===== src/integer_to_ascii_formatter_defines.svh =====
// assertion macros used by the formatter back end
`ifndef INTEGER_TO_ASCII_FORMATTER_DEFINES_SVH
`define INTEGER_TO_ASCII_FORMATTER_DEFINES_SVH

// same-cycle implication
`define I2A_ASSERT_IMPL(name, ante, cons) \
  name: assert property (@(posedge clk_i) disable iff (!rst_ni) (ante) |-> (cons)) \
    else $error("i2a: same-cycle check failed");

// next-cycle implication
`define I2A_ASSERT_NEXT(name, ante, cons) \
  name: assert property (@(posedge clk_i) disable iff (!rst_ni) (ante) |=> (cons)) \
    else $error("i2a: next-cycle check failed");

`endif


===== src/i2a_pkg.sv =====
// types, constants and helpers of the integer to ascii formatter
`default_nettype none

package i2a_pkg;

  localparam int unsigned VALUE_W    = 32;
  localparam int unsigned CHAR_W     = 7;
  localparam int unsigned DEC_DIGITS = 10;
  localparam int unsigned HEX_DIGITS = 8;
  localparam int unsigned DIG_W      = 4 * DEC_DIGITS;
  localparam int unsigned NDIG_W     = 4;
  localparam int unsigned CONV_STEPS = VALUE_W;
  localparam int unsigned CNT_W      = $clog2(CONV_STEPS);

  localparam logic [1:0] FUNC_SDEC    = 2'd1;
  localparam int unsigned FUNC_HEX_BIT = 1;

  localparam logic [CHAR_W-1:0] CHAR_ZERO  = 7'h30;
  localparam logic [CHAR_W-1:0] CHAR_A     = 7'h41;
  localparam logic [CHAR_W-1:0] CHAR_MINUS = 7'h2D;
  localparam logic [CHAR_W-1:0] CHAR_X     = 7'h78;

  typedef struct packed {
    logic [1:0]         func;
    logic [VALUE_W-1:0] value;
  } in_item_t;

  typedef struct packed {
    logic [CHAR_W-1:0] char_code;
    logic              last;
  } out_item_t;

  typedef struct packed {
    logic               hex;
    logic               neg;
    logic [VALUE_W-1:0] mag;
  } job_t;

  typedef enum logic [2:0] {
    ST_IDLE,
    ST_PFX,
    ST_CONV,
    ST_SKIP,
    ST_DIG
  } state_e;

  function automatic logic [CHAR_W-1:0] digit_char(input logic [3:0] d);
    logic [CHAR_W-1:0] ext;
    ext = {3'b000, d};
    if (d < 4'd10) begin
      return CHAR_ZERO + ext;
    end else begin
      return CHAR_A + ext - 7'd10;
    end
  endfunction

endpackage

`default_nettype wire


===== src/integer_to_ascii_formatter.sv =====
// top level of the integer to ascii formatter
`default_nettype none

// Formats a 32-bit value as ASCII text, one character per output item, with last set on
// the final character: unsigned decimal, signed decimal ('-' then the magnitude) or hex
// ("0x" then uppercase digits), leading zeros suppressed. The front end classifies each
// input item and places it in a small queue (QUEUE_DEPTH entries), so new items are taken
// while the back end is busy, until the queue is full. The back end handles one item at a time:
// it takes the job, emits the prefix characters, then for decimal runs a bit-serial
// shift-and-add-3 conversion of 32 steps, then drops suppressed leading zeros (up to 9, up to 7
// for hex) one by one, and then emits the digits. Prefix and digit characters wait while the
// output is stalled. The output has a register stage and no reset-time pass.
module integer_to_ascii_formatter #(
  parameter int unsigned QUEUE_DEPTH = 2
) (
  input  wire logic               clk_i,
  input  wire logic               rst_ni,
  input  wire logic               in_valid_i,
  output logic                    in_stall_o,
  input  wire i2a_pkg::in_item_t  in_item_i,
  output logic                    out_valid_o,
  input  wire logic               out_stall_i,
  output i2a_pkg::out_item_t      out_item_o
);

  logic          q_full;
  logic          q_empty;
  logic          push;
  logic          pop;
  i2a_pkg::job_t push_job;
  i2a_pkg::job_t pop_job;

  i2a_front u_front (
    .in_valid_i (in_valid_i),
    .in_item_i  (in_item_i),
    .q_full_i   (q_full),
    .in_stall_o (in_stall_o),
    .push_o     (push),
    .job_o      (push_job)
  );

  i2a_queue #(
    .Depth (QUEUE_DEPTH)
  ) u_queue (
    .clk_i      (clk_i),
    .rst_ni     (rst_ni),
    .push_i     (push),
    .push_job_i (push_job),
    .pop_i      (pop),
    .full_o     (q_full),
    .empty_o    (q_empty),
    .pop_job_o  (pop_job)
  );

  i2a_back u_back (
    .clk_i       (clk_i),
    .rst_ni      (rst_ni),
    .job_valid_i (!q_empty),
    .job_i       (pop_job),
    .job_pop_o   (pop),
    .out_valid_o (out_valid_o),
    .out_stall_i (out_stall_i),
    .out_item_o  (out_item_o)
  );

endmodule

`default_nettype wire


===== src/i2a_front.sv =====
// front end: accepts items and turns them into mode, sign and magnitude jobs
`default_nettype none

module i2a_front (
  input  wire logic              in_valid_i,
  input  wire i2a_pkg::in_item_t in_item_i,
  input  wire logic              q_full_i,
  output logic                   in_stall_o,
  output logic                   push_o,
  output i2a_pkg::job_t          job_o
);

  logic hex;
  logic neg;

  assign hex        = in_item_i.func[i2a_pkg::FUNC_HEX_BIT];
  assign neg        = !hex && (in_item_i.func == i2a_pkg::FUNC_SDEC) &&
                      in_item_i.value[i2a_pkg::VALUE_W-1];
  assign in_stall_o = q_full_i;
  assign push_o     = in_valid_i && !q_full_i;

  always_comb begin
    job_o.hex = hex;
    job_o.neg = neg;
    job_o.mag = neg ? (~in_item_i.value + 32'd1) : in_item_i.value;
  end

endmodule

`default_nettype wire


===== src/i2a_queue.sv =====
// short job queue between front and back end
`default_nettype none

module i2a_queue #(
  parameter int unsigned Depth = 2
) (
  input  wire logic          clk_i,
  input  wire logic          rst_ni,
  input  wire logic          push_i,
  input  wire i2a_pkg::job_t push_job_i,
  input  wire logic          pop_i,
  output logic               full_o,
  output logic               empty_o,
  output i2a_pkg::job_t      pop_job_o
);

  localparam int unsigned PtrW = $clog2(Depth);
  localparam int unsigned CntW = $clog2(Depth + 1);

  i2a_pkg::job_t mem_q [Depth];
  logic [PtrW-1:0] wr_q, wr_d;
  logic [PtrW-1:0] rd_q, rd_d;
  logic [CntW-1:0] cnt_q, cnt_d;
  logic do_push;
  logic do_pop;

  assign full_o    = (cnt_q == CntW'(Depth));
  assign empty_o   = (cnt_q == '0);
  assign do_push   = push_i && !full_o;
  assign do_pop    = pop_i && !empty_o;
  assign pop_job_o = mem_q[rd_q];

  always_comb begin
    wr_d  = wr_q;
    rd_d  = rd_q;
    cnt_d = cnt_q;
    if (do_push) begin
      wr_d = (wr_q == PtrW'(Depth - 1)) ? '0 : wr_q + 1'b1;
    end
    if (do_pop) begin
      rd_d = (rd_q == PtrW'(Depth - 1)) ? '0 : rd_q + 1'b1;
    end
    if (do_push && !do_pop) begin
      cnt_d = cnt_q + 1'b1;
    end else if (do_pop && !do_push) begin
      cnt_d = cnt_q - 1'b1;
    end
  end

  always_ff @(posedge clk_i or negedge rst_ni) begin
    if (!rst_ni) begin
      wr_q  <= '0;
      rd_q  <= '0;
      cnt_q <= '0;
    end else begin
      wr_q  <= wr_d;
      rd_q  <= rd_d;
      cnt_q <= cnt_d;
    end
  end

  always_ff @(posedge clk_i) begin
    if (do_push) begin
      mem_q[wr_q] <= push_job_i;
    end
  end

endmodule

`default_nettype wire


===== src/i2a_back.sv =====
// back end: bit-serial decimal conversion, zero suppression and character output
`default_nettype none

`include "integer_to_ascii_formatter_defines.svh"

module i2a_back (
  input  wire logic          clk_i,
  input  wire logic          rst_ni,
  input  wire logic          job_valid_i,
  input  wire i2a_pkg::job_t job_i,
  output logic               job_pop_o,
  output logic               out_valid_o,
  input  wire logic          out_stall_i,
  output i2a_pkg::out_item_t out_item_o
);

  localparam int unsigned DigW = i2a_pkg::DIG_W;

  i2a_pkg::state_e state_q, state_d;
  logic [DigW-1:0]                 dig_q, dig_d;
  logic [i2a_pkg::VALUE_W-1:0]     bin_q, bin_d;
  logic [i2a_pkg::CNT_W-1:0]       cnt_q, cnt_d;
  logic [i2a_pkg::NDIG_W-1:0]      ndig_q, ndig_d;
  logic [1:0]                      pfx_q, pfx_d;
  logic                            hex_q, hex_d;
  logic                            out_valid_q, out_valid_d;
  i2a_pkg::out_item_t              out_q, out_d;
  logic                            emit;
  logic                            emit_ok;
  i2a_pkg::out_item_t              emit_item;
  logic [DigW-1:0]                 adj;
  logic [3:0]                      top;

  assign emit_ok = !out_valid_q || !out_stall_i;
  assign top     = dig_q[DigW-1 -: 4];

  // add-3 correction on every bcd digit
  always_comb begin
    for (int i = 0; i < i2a_pkg::DEC_DIGITS; i++) begin
      adj[4*i +: 4] = (dig_q[4*i +: 4] >= 4'd5) ? dig_q[4*i +: 4] + 4'd3 : dig_q[4*i +: 4];
    end
  end

  always_comb begin
    state_d   = state_q;
    dig_d     = dig_q;
    bin_d     = bin_q;
    cnt_d     = cnt_q;
    ndig_d    = ndig_q;
    pfx_d     = pfx_q;
    hex_d     = hex_q;
    job_pop_o = 1'b0;
    emit      = 1'b0;
    emit_item = '0;
    case (state_q)
      i2a_pkg::ST_IDLE: begin
        job_pop_o = job_valid_i;
        if (job_valid_i) begin
          hex_d  = job_i.hex;
          bin_d  = job_i.mag;
          cnt_d  = '0;
          dig_d  = job_i.hex ? {job_i.mag, 8'h00} : '0;
          ndig_d = job_i.hex ? i2a_pkg::NDIG_W'(i2a_pkg::HEX_DIGITS)
                             : i2a_pkg::NDIG_W'(i2a_pkg::DEC_DIGITS);
          pfx_d  = job_i.hex ? 2'd2 : (job_i.neg ? 2'd1 : 2'd0);
          if (job_i.hex || job_i.neg) begin
            state_d = i2a_pkg::ST_PFX;
          end else begin
            state_d = i2a_pkg::ST_CONV;
          end
        end
      end
      i2a_pkg::ST_PFX: begin
        emit = 1'b1;
        if (!hex_q) begin
          emit_item.char_code = i2a_pkg::CHAR_MINUS;
        end else if (pfx_q == 2'd2) begin
          emit_item.char_code = i2a_pkg::CHAR_ZERO;
        end else begin
          emit_item.char_code = i2a_pkg::CHAR_X;
        end
        if (emit_ok) begin
          pfx_d = pfx_q - 2'd1;
          if (pfx_q == 2'd1) begin
            state_d = hex_q ? i2a_pkg::ST_SKIP : i2a_pkg::ST_CONV;
          end
        end
      end
      i2a_pkg::ST_CONV: begin
        dig_d = {adj[DigW-2:0], bin_q[i2a_pkg::VALUE_W-1]};
        bin_d = {bin_q[i2a_pkg::VALUE_W-2:0], 1'b0};
        cnt_d = cnt_q + 1'b1;
        if (cnt_q == i2a_pkg::CNT_W'(i2a_pkg::CONV_STEPS - 1)) begin
          state_d = i2a_pkg::ST_SKIP;
        end
      end
      i2a_pkg::ST_SKIP: begin
        if (ndig_q > 4'd1 && top == 4'd0) begin
          dig_d  = {dig_q[DigW-5:0], 4'h0};
          ndig_d = ndig_q - 1'b1;
        end else begin
          state_d = i2a_pkg::ST_DIG;
        end
      end
      i2a_pkg::ST_DIG: begin
        emit                = 1'b1;
        emit_item.char_code = i2a_pkg::digit_char(top);
        emit_item.last      = (ndig_q == 4'd1);
        if (emit_ok) begin
          dig_d  = {dig_q[DigW-5:0], 4'h0};
          ndig_d = ndig_q - 1'b1;
          if (ndig_q == 4'd1) begin
            state_d = i2a_pkg::ST_IDLE;
          end
        end
      end
      default: begin
        state_d = i2a_pkg::ST_IDLE;
      end
    endcase
  end

  always_comb begin
    out_valid_d = out_valid_q;
    out_d       = out_q;
    if (emit && emit_ok) begin
      out_valid_d = 1'b1;
      out_d       = emit_item;
    end else if (!out_stall_i) begin
      out_valid_d = 1'b0;
    end
  end

  always_ff @(posedge clk_i or negedge rst_ni) begin
    if (!rst_ni) begin
      state_q     <= i2a_pkg::ST_IDLE;
      out_valid_q <= 1'b0;
    end else begin
      state_q     <= state_d;
      out_valid_q <= out_valid_d;
    end
  end

  always_ff @(posedge clk_i) begin
    dig_q  <= dig_d;
    bin_q  <= bin_d;
    cnt_q  <= cnt_d;
    ndig_q <= ndig_d;
    pfx_q  <= pfx_d;
    hex_q  <= hex_d;
    out_q  <= out_d;
  end

  assign out_valid_o = out_valid_q;
  assign out_item_o  = out_q;

  `I2A_ASSERT_IMPL(a_dig_count, state_q == i2a_pkg::ST_DIG, (ndig_q != 4'd0) && (ndig_q <= 4'd10))
  `I2A_ASSERT_IMPL(a_pfx_left, state_q == i2a_pkg::ST_PFX, pfx_q != 2'd0)
  `I2A_ASSERT_IMPL(a_bcd_top, state_q == i2a_pkg::ST_CONV, top <= 4'd9)
  `I2A_ASSERT_NEXT(a_last_idle, emit && emit_ok && emit_item.last, state_q == i2a_pkg::ST_IDLE)

endmodule

`default_nettype wire

===== config.mk =====
export PLATFORM = sky130hd
export DESIGN_NAME = integer_to_ascii_formatter
export DESIGN_NICKNAME = d
export VERILOG_FILES = /design/src/i2a_pkg.sv /design/src/integer_to_ascii_formatter.sv /design/src/i2a_front.sv /design/src/i2a_queue.sv /design/src/i2a_back.sv
export VERILOG_INCLUDE_DIRS = /design/src /design/src/src
export SDC_FILE = /design/constraint.sdc
export NUM_CORES = 1
export LEC_CHECK = 0
export ABC_AREA = 0
export BUFFER_PORTS_ARGS = -buffer_cell sky130_fd_sc_hd__buf_4
export CELL_PAD_IN_SITES_DETAIL_PLACEMENT = 2
export CELL_PAD_IN_SITES_GLOBAL_PLACEMENT = 2
export CORE_MARGIN = 8
export CORE_UTILIZATION = 35
export DETAILED_ROUTE_END_ITERATION = 8
export GPL_ROUTABILITY_DRIVEN = 1
export PLACE_DENSITY_LB_ADDON = 0.1
export REMOVE_ABC_BUFFERS = 1
export SETUP_SLACK_MARGIN = 0.2
export SLEW_MARGIN = 20
export SYNTH_ARGS = -nofsm -noshare
export SYNTH_HDL_FRONTEND = slang
export SYNTH_HIERARCHICAL = 1
export SYNTH_SLANG_ARGS = --single-unit

===== constraint.sdc =====
create_clock -name clk_i -period 12 [get_ports clk_i]
set_input_delay 0.6 -clock clk_i [delete_from_list [all_inputs] [get_ports clk_i]]
set_output_delay 0.6 -clock clk_i [all_outputs]
set_load 0.1 [all_outputs]

# Yosys cells after proc, flatten, opt, wreduce, memory -nomap -nowiden
# Memory sizes are Yosys's and may differ from the RTL's.
# Index checks and enable logic that the tools add are counted.
totals:
  regBits: 100
  mem_bits_rw: 68
  in_bits: 38
  out_inout_bits: 10
  wordCells: 155
  mem_count: 1
memory_table:
  columns: ["memory", "words", "width", "rd", "rd_clocked_by_memory_dff", "write_ports", "line_no", "text"]
  rows:
  - ["u_queue.mem_q", 2, 34, 1, 0, 1, "i2a_queue.sv:20", "i2a_pkg::job_t mem_q [Depth];"]
op_classes:
  add_sub_neg: 21
  order_cmp: 12
  eq_ne: 19
  muxes: 54
  n_bitwise: 2
  reduce_logical: 33
op_table:
  columns: ["op", "n"]
  rows:
  - ["$mux W40", 4]
  - ["$pmux W40 S4", 1]
  - ["$mux W32", 2]
  - ["$pmux W32 S2", 1]
  - ["$mux W4", 12]
  - ["$ge A4 B3 Y1 const B", 10]
  - ["$add A4 B2 Y4 const B", 9]
  - ["$add A32 B1 Y32 const B", 1]
  - ["$not A32 Y32", 1]
  - ["$mux W3", 8]
  - ["$mux W7", 3]
  - ["$pmux W3 S5", 1]
  - ["$mux W2", 7]
  - ["$ne A2 B1 Y1 const B", 7]
  - ["$pmux W7 S2", 1]
  - ["$pmux W4 S3", 1]
  - ["$mux W1", 10]
  - ["$pmux W5 S2", 1]
  - ["$logic_and A1 B1 Y1", 9]
  - ["$reduce_and A4 Y1", 2]
  - ["$add A6 B4 Y7 const A", 1]
  - ["$add A7 B4 Y7 const A", 1]
  - ["$logic_not A1 Y1", 7]
  - ["$reduce_and A7 Y1", 1]
  - ["30 further kinds", 40]

# Logic depth before layout (Yosys ltp)
depth:
  ltp_word: 8
  mapped_depth: 10
  ltp_nobuf: 10

# Hierarchy
# Netlist, hierarchy kept.
modules_own_cells:
  columns: ["mod", "instances", "cells_each", "area_per_inst_um2", "seq_area_each_um2"]
  rows:
  - ["i2a_back", 1, 538, 5442.7, 2862.7]
  - ["i2a_queue", 1, 125, 2801.4, 2142.1]
  - ["i2a_front", 1, 108, 745.7, 0.0]
  - ["integer_to_ascii_formatter", 1, 1, 3.8, 0.0]

# Worst setup path before layout
# OpenSTA, ideal clock, no wires.
synth_path:
  path_type: "register -> register"
  from: "register u_back/ndig_q[0] (netlist name)"
  to: "register u_back.dig_q[0], enable pin"
  setup_time_ns: 0.493
  t_arrival_ns: 3.856
  t_required_ns: 11.507
  slack_ns: 7.651
  stages_incl_launch_ff: 7
  n_path_buf: 0
  period_less_slack_ns: 4.349
  path_cell_list: "edfxtp_1 -> inv_1 -> ha_1 -> nor2_1 -> o2111ai_1 -> o21a_1 -> o21ai_0"
synth_between:
  elab_chain_len: 4
synth_lines:
  columns: ["item", "line_no", "text"]
  rows:
  - ["from (decl)", "i2a_back.sv:23", "logic [i2a_pkg::NDIG_W-1:0] ndig_q, ndig_d;"]
  - ["from (signal assigned)", "i2a_back.sv:148", "ndig_q <= ndig_d;"]
  - ["$gt A4 B1 Y1", "i2a_back.sv:98", "if (ndig_q > 4'd1 && top == 4'd0) begin"]
  - ["$logic_and A1 B1 Y1", "i2a_back.sv:98", null]
  - ["$ne A2 B1 Y1 (no line)", null, null]
  - ["$reduce_and A4 Y1 (no line)", null, null]
  - ["to (signal assigned)", "i2a_back.sv:145", "dig_q <= dig_d;"]
  - ["to (decl)", "i2a_back.sv:20", "logic [DigW-1:0] dig_q, dig_d;"]
# No other way between the ends.
# A chain may end at the register's enable or synchronous reset.

# Final worst setup path
layout_path:
  from: "register u_back.state_q[1]"
  to: "register u_back.dig_q[13] (data pin)"
layout_between:
  elab_chain_len: 2
  elab_cells_between_ends: 5
  cone_classes: "eq/ne (3); mux (1); reduce/logical (1)"
layout_lines:
  columns: ["item", "line_no", "text"]
  rows:
  - ["from (decl)", "i2a_back.sv:19", "i2a_pkg::state_e state_q, state_d;"]
  - ["from (signal assigned)", "i2a_back.sv:136", "state_q <= i2a_pkg::ST_IDLE;"]
  - ["from (signal assigned)", "i2a_back.sv:139", "state_q <= state_d;"]
  - ["$eq A3 B3 Y1 (tied with other cells)", "i2a_back.sv:55", "case (state_q)"]
  - ["$pmux W40 S4 (*)", "i2a_back.sv:55", null]
  - ["named net u_back.dig_d[13]", "i2a_back.sv:20", null]
# The timed path passes the listed nets; every way through them passes the cells marked *.

==> flow_summary_export.csv <==
group,metric,value,unit
critical_path,cp-startpoint,"u_back/state_q[1]",
global_route,grt_max_degree,76,
pwr,sw_frac_of_total,0.401,
critical_path,end_kind,"flip-flop",
cells_and_area,finalNonFillerCells,1153,
clocking,clock_sinks,168,
floorplan,boundaryPins,48,
clocking,cts_buffers,17,
critical_path,path_cells,"nand2_1 -> o21ai_2 -> buf_4 -> a22oi_1 -> o21ai_1",
global_route,grt_pass1_wl,37.7,mm
critical_path,cp.required,12.26,ns
cells_and_area,n_fill_cell,2587,
timing,period_minus_slack,2.89,ns
cells_and_area,nets,877,
critical_path,arrival,3.15,ns
critical_path,path_class,"reg -> reg",
job,maxCapViolCount,0,
worst_hold_path,hold_class,"in -> reg",
global_route,globalRoute.totalOverflow,0,
routing,routed_wirelength,23.5,mm
timing,worst_slew_pin_slew,1.11,ns
logic_synthesis,synth_ff_type,"edfxtp_1",
critical_path,critPathTopFamily,"compound AO/OA/AOI/OAI gates",
timing,hold_violations,0,
pwr,p_int,1.87,mW
clocking,cts_tree,"done",
timing,period_share,0.241,
pwr,ir_drop,0.131,mV
place,portBuffers,47,
cells_and_area,drive_above_1_share,0.186,
timing,clock.fmax,0.346,GHz
pwr,p_switching,1.25,mW
timing,rsz0062_at_grt,"false",
logic_synthesis,yosys_warnings,6,
timing,finalMaxSlewViolations,0,
routing,drt.antenna.violating_nets,0,
floorplan,num_rows,58,
clocking,h-tree-depth,4,
cells_and_area,areaGrowthSynthToFinish,14.1,%
worst_hold_path,hp-start,"in_item_i[0]",
timing,relSlewSlack,0.260,
routing,dr.pass1.iters,6,
critical_path,crit_slowest_cell,"o21ai_2",
logic_synthesis,synth_edf_count,160,
floorplan,die_y,176,um
global_route,track_usage,0.155,
place,place_congestion,0.740,
critical_path,max_stage_delay,0.89,ns
routing,viasPerCell,5.28,
cells_and_area,antennaDiodeCount,0,
logic_synthesis,synth_area,0.00899,mm2
global_route,grt_pass1_vias,6952,
clocking,path_clk_slew,0.07,ns
routing,post_drt_wl_per_cell,20.4,um
logic_synthesis,async_flop_share,0.0476,
logic_synthesis,synth_cell_types,58,
logic_synthesis,synth.avg_cell_area,11.6,um2
routing,num_vias,6084,
critical_path,reg2reg_from,"u_back/state_q[1]",
place,place_inst,1119,
floorplan,dieArea,0.0311,mm2
clocking,clockBufferDepth,2,
timing,skew,0.0136,ns
critical_path,cp.buffers_inverters,1,
timing,tns,0,ns
status,status,"completed",
clocking,insertion_delay,0.43,ns
logic_synthesis,postSynthCellCount,772,
floorplan,start_util,0.357,
routing,drt_iter0_drc,289,
pwr,p_seq_frac,0.389,
logic_synthesis,synth-seq-cells,168,
critical_path,start_kind,"flip-flop",
pwr,p_leak,3.91,nW
global_route,antenna_found_initial,0,
place,dp_hpwl,16.2,mm
timing,setup_violations,0,
critical_path,cp_max_fo,25,
cells_and_area,layout_commonest_cell,"edfxtp_1",
routing,drc_errors,0,
cells_and_area,final_cell_mix,"160 x edfxtp_1, 145 x nand2_1, 53 x buf_4, 43 x a21oi_1, 43 x nor2_1",
clocking,cts_setup_buffers,0,
pwr,p_comb_frac,0.418,
clocking,root_buffer,"clkbuf_16",
pwr,powerDensity,304,mW/mm2
logic_synthesis,ys_seq_area_frac,0.556,
floorplan,core-area,0.0252,mm2
floorplan,die_x,176,um
pwr,pwr-share-clk,0.192,
worst paths after layout:
kind                                        to  slack [ns]  depth (start not counted)
setup / recovery              u_back/dig_q[13]        9.11                          5
hold / removal             u_queue/mem_q[1][0]        0.39                          1
setup reg to reg              u_back/dig_q[13]        9.11                          5
hold reg to reg               u_back/bin_q[22]        0.52                          2
max in group asynchronous         u_queue/rd_q       11.32                          2
min in group asynchronous   u_back/out_valid_o        0.52                          2
layout make-up:
class / instances / area (um2) / share of cell area
flip-flops and latches: 168 / 5010 / 0.488
multi-input cells: 535 / 3640 / 0.355
repair buffers: 55 / 435 / 0.0424
clock buffers: 18 / 429 / 0.0418
well taps: 330 / 413 / 0.0402
clock inverters: 14 / 211 / 0.0206
inverters: 33 / 124 / 0.0121
per-layer routing:
| metal | vias up | global-route usage | wire [um] |
|---|---|---|---|
| met2 | 89 | 0.285 | 12500 |
| li1 | 2859 | - | - |
| met1 | 3121 | 0.182 | 10000 |
| met3 | 15 | 0.0269 | 711 |
| met4 | 0 | 0.0410 | 243 |
| met5 | - | 0 | 0 |
logic make-up (layout without fill, tap and decap cells):
| family | count (synthesis) | after routing | share of synthesized area |
|---|---|---|---|
| simple gates | 261 | 261 | 0.135 |
| mux | 47 | 47 | 0.0707 |
| xor+xnor | 49 | 49 | 0.0477 |
| buf+inv | 69 | 120 | 0.0413 |
| fa+ha+maj | 29 | 29 | 0.0403 |
| flops | 168 | 168 | 0.556 |
| compound gates | 149 | 149 | 0.108 |
synthesized netlist by cell type, types with 2 or more instances:
cell	instances	area (um2)
a211oi_1	2	15.0
a21oi_1	43	215
a221o_1	16	160
a22oi_1	16	120
a31oi_1	2	12.5
and2_1	4	25.0
and3_1	8	50.1
buf_12	3	60.1
buf_2	15	75.1
buf_4	6	45.0
buf_6	3	33.8
clkbuf_1	8	30.0
dfrtp_1	8	200
edfxtp_1	160	4800
ha_1	29	363
inv_1	33	124
mux2_2	15	169
mux2_4	29	435
mux2i_1	2	20.0
nand2_1	145	544
nand2b_1	16	100
nand3_1	5	25.0
nor2_1	44	165
nor2b_1	5	31.3
nor3_1	5	25.0
nor3b_1	2	15.0
nor4_1	3	18.8
o21ai_0	39	195
o21ai_1	9	45.0
o22a_1	2	17.5
o31ai_1	5	37.5
o41ai_1	3	26.3
o41ai_2	3	48.8
or3_1	5	31.3
or3b_1	2	17.5
or3b_2	8	70.1
xnor2_1	38	333
xor2_1	11	96.3
sequential cells by signal, indices dropped and copies added (netlist names):
register	flops
u_back/state_q	3
u_queue/rd_q	1
u_queue/cnt_q	2
u_back/out_item_o	8
u_back/bin_q	32
u_back/hex_q	1
u_queue/mem_q	68
u_back/cnt_q	5
u_back/pfx_q	2
u_back/dig_q	40
u_back/out_valid_o	1
u_queue/wr_q	1
u_back/ndig_q	4
power by group through the flow:
stage | Clock (mW) | Combinational (mW) | Sequential, mW
2_1_floorplan | 0 | 0.850 | 1.25
3_3_place_gp | 0 | 1.24 | 1.21
3_5_place_dp | 0 | 1.31 | 1.23
4_1_cts | 0.616 | 1.32 | 1.22
5_1_grt | 0.637 | 1.44 | 1.25
6_report | 0.599 | 1.30 | 1.21
stage by stage:
step	hold slack, ns	setup WS (ns)	total power [mW]	utilization	area [um2]
detailed placement	0.432	9.12	2.53	0.381	9580
floorplan	0.304	7.64	2.10	-	8750
global route	0.373	8.93	3.32	0.407	10300
finish	0.389	9.11	3.12	0.407	10300
global placement	0.430	9.28	2.45	0.381	9580
CTS	0.373	9.08	3.16	0.406	10200
repair_timing:
action / in CTS / in global routing
hold endpoints to repair: 8 / 0
resized for setup: 0 / 0
endpoints found under the setup margin: 0 / 0
hold buffers: 1 / 0
Note: power is estimated with default switching activity, not from simulation.
